--- src/rtl/mvspm_pkg.sv ---
`timescale 1ns / 1ps
`default_nettype none
package mvspm_pkg;
	typedef enum logic [1:0] {
		FUNC_TICK  = 2'd0,
		FUNC_WRITE = 2'd1,
		FUNC_PLAY  = 2'd2,
		FUNC_STOP  = 2'd3
	} func_t;

	typedef enum logic [1:0] {
		ST_DONE = 2'd0,
		ST_FULL = 2'd1,
		ST_ZERO = 2'd2
	} status_t;

	typedef enum logic [2:0] {
		BK_IDLE,
		BK_SCAN,
		BK_READ,
		BK_MUL1,
		BK_MUL2,
		BK_MASTER,
		BK_OUT
	} bk_state_t;

	localparam logic [15:0] GAIN_MAX = 16'd49152;
	localparam logic [15:0] GAIN_RESET = 16'd32768;
	localparam logic [16:0] UNITY = 17'd32768;

	typedef struct packed {
		func_t       func;
		logic [15:0] address;
		logic [15:0] sample_value;
		logic [16:0] length;
		logic [15:0] voice_volume;
		logic [15:0] pan;
		logic [7:0]  track;
		logic        mono;
	} item_t;

	typedef struct packed {
		logic [15:0] left_out;
		logic [15:0] right_out;
		status_t     status;
		logic [4:0]  live_voices;
	} result_t;
endpackage
`default_nettype wire

--- src/rtl/mvspm_if.sv ---
`timescale 1ns / 1ps
`default_nettype none
interface mvspm_if #(parameter type T = logic) ();
	logic valid;
	logic ready;
	T     data;
	modport source (output valid, output data, input ready);
	modport sink (input valid, input data, output ready);
endinterface
`default_nettype wire

--- src/rtl/mvspm_front.sv ---
`timescale 1ns / 1ps
`default_nettype none
// Accepts items into a two-entry queue in front of the execution engine.
module mvspm_front (
	input  wire logic            clk,
	input  wire logic            arst_n,
	mvspm_if.sink                in_ch,
	output mvspm_pkg::item_t     q_data,
	output logic                 q_valid,
	input  wire logic            q_pop
);
	mvspm_pkg::item_t mem_q [2];
	logic             wr_q, rd_q;
	logic [1:0]       cnt_q;
	logic             push;

	assign in_ch.ready = (cnt_q != 2'd2);
	assign push = in_ch.valid && in_ch.ready;
	assign q_valid = (cnt_q != 2'd0);
	assign q_data = mem_q[rd_q];

	always_ff @(posedge clk) begin
		if (push) mem_q[wr_q] <= in_ch.data;
	end

	always_ff @(posedge clk or negedge arst_n) begin
		if (!arst_n) begin
			wr_q <= 1'b0;
			rd_q <= 1'b0;
			cnt_q <= 2'd0;
		end else begin
			if (push) wr_q <= ~wr_q;
			if (q_pop) rd_q <= ~rd_q;
			cnt_q <= cnt_q + {1'b0, push} - {1'b0, q_pop};
		end
	end
endmodule
`default_nettype wire

--- src/flat_wrapper.sv ---
// flat-port wrapper written by rule: the top's interface ports become plain ports
module mvspm_front_flat 
  (clk, arst_n, q_data, q_valid, q_pop, in_ch_valid, in_ch_data, in_ch_ready);
  mvspm_if in_ch_i ();
  input  wire logic clk;
  input  wire logic arst_n;
  output mvspm_pkg::item_t q_data;
  output logic q_valid;
  input  wire logic q_pop;
  input wire logic [$bits(in_ch_i.valid)-1:0] in_ch_valid;
  input wire logic [$bits(in_ch_i.data)-1:0] in_ch_data;
  output wire logic [$bits(in_ch_i.ready)-1:0] in_ch_ready;
  assign in_ch_i.valid = in_ch_valid;
  assign in_ch_i.data = in_ch_data;
  assign in_ch_ready = in_ch_i.ready;
  mvspm_front u_core (.clk(clk), .arst_n(arst_n), .in_ch(in_ch_i), .q_data(q_data), .q_valid(q_valid), .q_pop(q_pop));
endmodule
--- config.mk ---
export PLATFORM = sky130hd
export DESIGN_NAME = mvspm_front_flat
export DESIGN_NICKNAME = d
export VERILOG_FILES = /design/src/rtl/mvspm_pkg.sv /design/src/rtl/mvspm_if.sv /design/src/rtl/mvspm_front.sv /design/src/flat_wrapper.sv
export SDC_FILE = /design/constraint.sdc
export NUM_CORES = 1
export LEC_CHECK = 0
export ABC_AREA = 0
export BUFFER_PORTS_ARGS = -buffer_cell sky130_fd_sc_hd__buf_2
export CAP_MARGIN = 20
export CORE_ASPECT_RATIO = 0.75
export CORE_MARGIN = 2
export CORE_UTILIZATION = 36
export CTS_CLUSTER_DIAMETER = 120
export DETAILED_ROUTE_END_ITERATION = 8
export GPL_TIMING_DRIVEN = 0
export PLACE_DENSITY = 0.83
export REMOVE_ABC_BUFFERS = 1
export SYNTH_ARGS = -nofsm -noshare
export SYNTH_HDL_FRONTEND = slang
export SYNTH_SLANG_ARGS = --single-unit
--- constraint.sdc ---
create_clock -name clk -period 1.7 [get_ports clk]
set_input_delay 0.17 -clock clk [delete_from_list [all_inputs] [get_ports clk]]
set_output_delay 0.17 -clock clk [all_outputs]
set_load 0.02 [all_outputs]
Yosys cells after proc, flatten, opt, wreduce, memory -nomap -nowiden. Memory sizes are Yosys's and may differ from the RTL's. Cells that the tools add are included.

$add $sub $neg: 2. Equal/unequal tests: 1. Reductions and logical operators: 2. $lt $le $gt $ge: 0. Muxes and demuxes: 2. Shifts and indexed selects: 0. Bitwise gates (word level): 2. $mul: 0. Div/mod/pow operators: 0.

Operators with widths (count): $add A2 B1 Y2 (1); $mux W1 (2); $ne A2 B2 Y1 const B (1); $not A1 Y1 (2); $reduce_bool A2 Y1 (1); $sub A2 B1 Y2 (1); $logic_and A1 B1 Y1 (1).

Register bits after elaboration: 4. Memories kept: 1. Memory bits (writable): 2. Latch bits: 0. Word-level logic and storage cells: 13. Output and inout port bits: 94. Bits in read-only memories: 0.

Memory list: u_core.mem_q (words 2, bits a word 1, read ports 1, clocked after memory_dff 0, wr ports 1, line mvspm_front.sv:12) `mvspm_pkg::item_t mem_q [2];`.

Logic depth before layout (Yosys ltp).
Depth after elaboration: 4. Mapped depth: 5. Mapped depth without buffers: 5.

Worst setup path after synthesis. No wires, ideal clock.

Kind: reg-to-reg. Start: register u_core.cnt_q[0]. End: register u_core.cnt_q[1]. Cell stages (with the launch flop): 6. Data required time: 1.620 ns. Setup slack: 0.470 ns. Buffers on the path: 0. Setup time: 0.080 ns. Arrival time: 1.150 ns. Cells stage by stage: dfrtp_1 inv_1 ha_1 nor2b_4 mux2i_1 xnor2_1.

Word-level cells in the longest chain between the ends: 4.

RTL lines: start: declaration (line mvspm_front.sv:14) `logic [1:0] cnt_q;`; start signal: assignment (line mvspm_front.sv:34) `cnt_q <= cnt_q + {1'b0, push} - {1'b0, q_pop};`; $ne A2 B2 Y1 (line mvspm_front.sv:17) `assign in_ch.ready = (cnt_q != 2'd2);`; $logic_and A1 B1 Y1 (line mvspm_front.sv:18) `assign push = in_ch.valid && in_ch.ready;`; $add A2 B1 Y2 (*) (line mvspm_front.sv:34); $sub A2 B1 Y2 (*) (line mvspm_front.sv:34).

Mark *: on every way between the ends. The rest lies on a longest branch, timed or not. A chain may end at the register's enable or synchronous reset.

Worst setup path after layout. Same ends and word-level chain as after synthesis.

==> results.md <==
- Max-cap viol count: 0
- Synth-to-Final Area Change: -23.58%
- Total CTS buffers: 3
- Core area: approximately 0.0026 mm²
- CP cell instances: inv_1 -> ha_1 -> nor2b_4 -> mux2i_1 -> xnor2_1
- Syn avg cell area: 8.592 µm²
- Netlist Area Pre-Place: about 970 µm²
- Register bit total from synthesis: 6
- Final nets: around 130
- Final Setup Violations: 0
- Clk Latency, worst-skew pair: about 0.24 ns
- GRT Util Overall: 0.04488
- Peak VDD IR: 0.0002587 V
- Drt wl/cell: 5.875 µm
- Worst hold path class: input pin to flip-flop
- Worst Path Arrival: approximately 1.5 ns
- Hold Fails Final Rpt: 0
- Crit Path Category: flip-flop to flip-flop
- Slowest CP cell: dfrtp_1
- Clock sink count: 6
- Hold_buf cts: 1
- Crit share post-route: 0.7811
- PwrDens: ~1200 mW/mm²
- Die width: 63.97 µm
- Clk buf depth: 2
- Placed inst area: ~700 µm²
- Most common cell after layout, fill and taps aside: conb_1
- Vias: 397
- Post-route total power: around 900 µW
- Status: complete, no violations
- RSZ-0062 raised after global routing: no
- Total die area: between 0.003 and 0.004 mm²
- I/O Buffers: 7
- Vias in the first global route: approximately 230
- Setup tns final: 0 ns
- GP Congestion: roughly 0.67
- Fin. max-slew vios: 0
- Clk_skew: 0.001474 ns
- Register area share after synthesis: 0.1649
- Yosys warns: 0
- Clock Root Buffer: clkbuf_4
- Netlist cell types: 16
- DP Wirelength: 835.1 µm
- FMAX: 753.1 MHz
- # rows: 16
- Fin util: 0.2873
- Drc violations: 0
- H-tree depth: 1
- Global-route wire length before repair: just under 1 mm
- Initial antenna violation count: 0
- Reg clk slew, reported paths: 0.05 ns
- CP Capture Type: flip-flop
- Min Tclk post-route: about 1.3 ns
- Initial Util: 0.3760
- N_diodes: 0
- Finished Cell Area: 742.0 µm²
- Largest net degree at the start of global routing: 5
- Share of layout cells above drive strength 1: 0.1129
- Synthesized instance count: between 100 and 150
- Sequential cell area: 160.2 µm²
- Fill cells: just under 300
- Vias per cell: around 2.5
- Antenna viol nets, final: 0
- Global route overflow: 0
- Commonest cells after routing, fill and taps aside: conb_1 (91), buf_2 (7), dfrtp_1 (4)
- Multi-input gate area in the final layout: about 460 µm²
- Crit-path max cell delay: 0.38 ns
- Die Ht: approximately 49 µm
- Ports: slightly below 100
- Post-CTS resize count: 0
- CP max FO: 4
- Detailed Routing Iterations Pass 1: 2
- Hold_ws: approximately 0.12 ns
- CP Data Required Time: approximately 1.9 ns
- Worst Setup Start Kind: flip-flop
- Setup Buffers After CTS: 0
- TritonCTS clock tree: done
- Static leakage: 0.4683 nW
- Total Wirelength: about 940 µm
- Detailed Route Iter0 Violations: 10
==> registers in the layout, indices dropped and copies added, names as in the netlist <==
signal,count
u_core.wr_q,1
u_core.mem_q,2
u_core.cnt_q,2
u_core.rd_q,1
==> cell families (layout without fill, tap and decap cells) <==
family | after synthesis | after routing | share of synthesized area
flip-flops | 6 | 6 | 0.1650
other | 1 | 91 | 0.003862
XOR/XNOR | 4 | 4 | 0.03609
buffers and inverters | 92 | 13 | 0.7075
multiplexers | 2 | 2 | 0.02191
adder cells (fa/ha/maj) | 1 | 1 | 0.01288
AND/OR/NAND/NOR | 7 | 7 | 0.05284
==> per-stage QoR <==
step,worst slack [ns],instances
floorplan,0.4697,112
global route,0.2529,160
finish,0.3721,160
global placement,0.4105,155
detailed placement,0.3906,155
CTS,0.3739,160
==> power breakdown <==
group / internal, mW / total (mW) / switching (mW)
sequential: 0.215 / 0.268 / 0.0527
clock: 0.0891 / 0.144 / 0.0545
combinational: 0.143 / 0.463 / 0.321
total: 0.447 / 0.874 / 0.428
==> per-layer routing <==
metal  wire (µm)  up-vias  track usage  part of all wire
met4          20        0      0.06522             0.021
li1            -      186            -                 -
met5           0        -            0                 0
met1         234      180      0.04372              0.25
met3         104        2      0.01386              0.11
met2         581       29      0.06424              0.62
==> path summary, 6_finish.rpt <==
check / startpoint / endpoint / slack, ns / depth (start not counted)
max: u_core.cnt_q[0]$_DFF_PN0_ / u_core.cnt_q[1]$_DFF_PN0_ / 0.37 / 5
min: q_pop / u_core.rd_q$_DFFE_PN0P_ / 0.12 / 2
max reg2reg: u_core.cnt_q[0]$_DFF_PN0_ / u_core.cnt_q[1]$_DFF_PN0_ / 0.37 / 5
min reg2reg: u_core.rd_q$_DFFE_PN0P_ / u_core.rd_q$_DFFE_PN0P_ / 0.48 / 1
max in group asynchronous: arst_n / u_core.wr_q$_DFFE_PN0P_ / 1.31 / 2
min in group asynchronous: arst_n / u_core.rd_q$_DFFE_PN0P_ / 0.26 / 2
==> cell type report <==
cell class,count,area share
clock buffer,4,0.03541
inverter,1,0.005059
multi-input combinational,105,0.6223
sequential,6,0.2159
tap,36,0.06071
timing repair buffer,8,0.06071
==> synth_stat cells, drive strengths merged <==
library cell	n	area, µm²
mux2	1	11.26
edfxtp	2	60.06
conb	1	3.750
mux2i	1	10.01
dfrtp	4	100.1
nand2	2	7.510
nand2b	1	13.76
buf	91	683.2
and3	1	6.260
inv	1	3.750
ha	1	12.51
nor2b	1	13.76
xnor2	2	17.52
nor2	1	3.750
or2	1	6.260
xor2	2	17.52
==> critical path, delay by kind of cell, from the launching register on <==
kind | cells | cell delay, ns
muxes | 1 | 0.21
DFF | 1 | 0.38
xor gates and xnor gates | 1 | 0.14
buffers and inverters | 1 | 0.06
adders and majority gates | 1 | 0.33
and+or+nand+nor | 1 | 0.13
No activity file was read; power rests on OpenSTA's default activity.
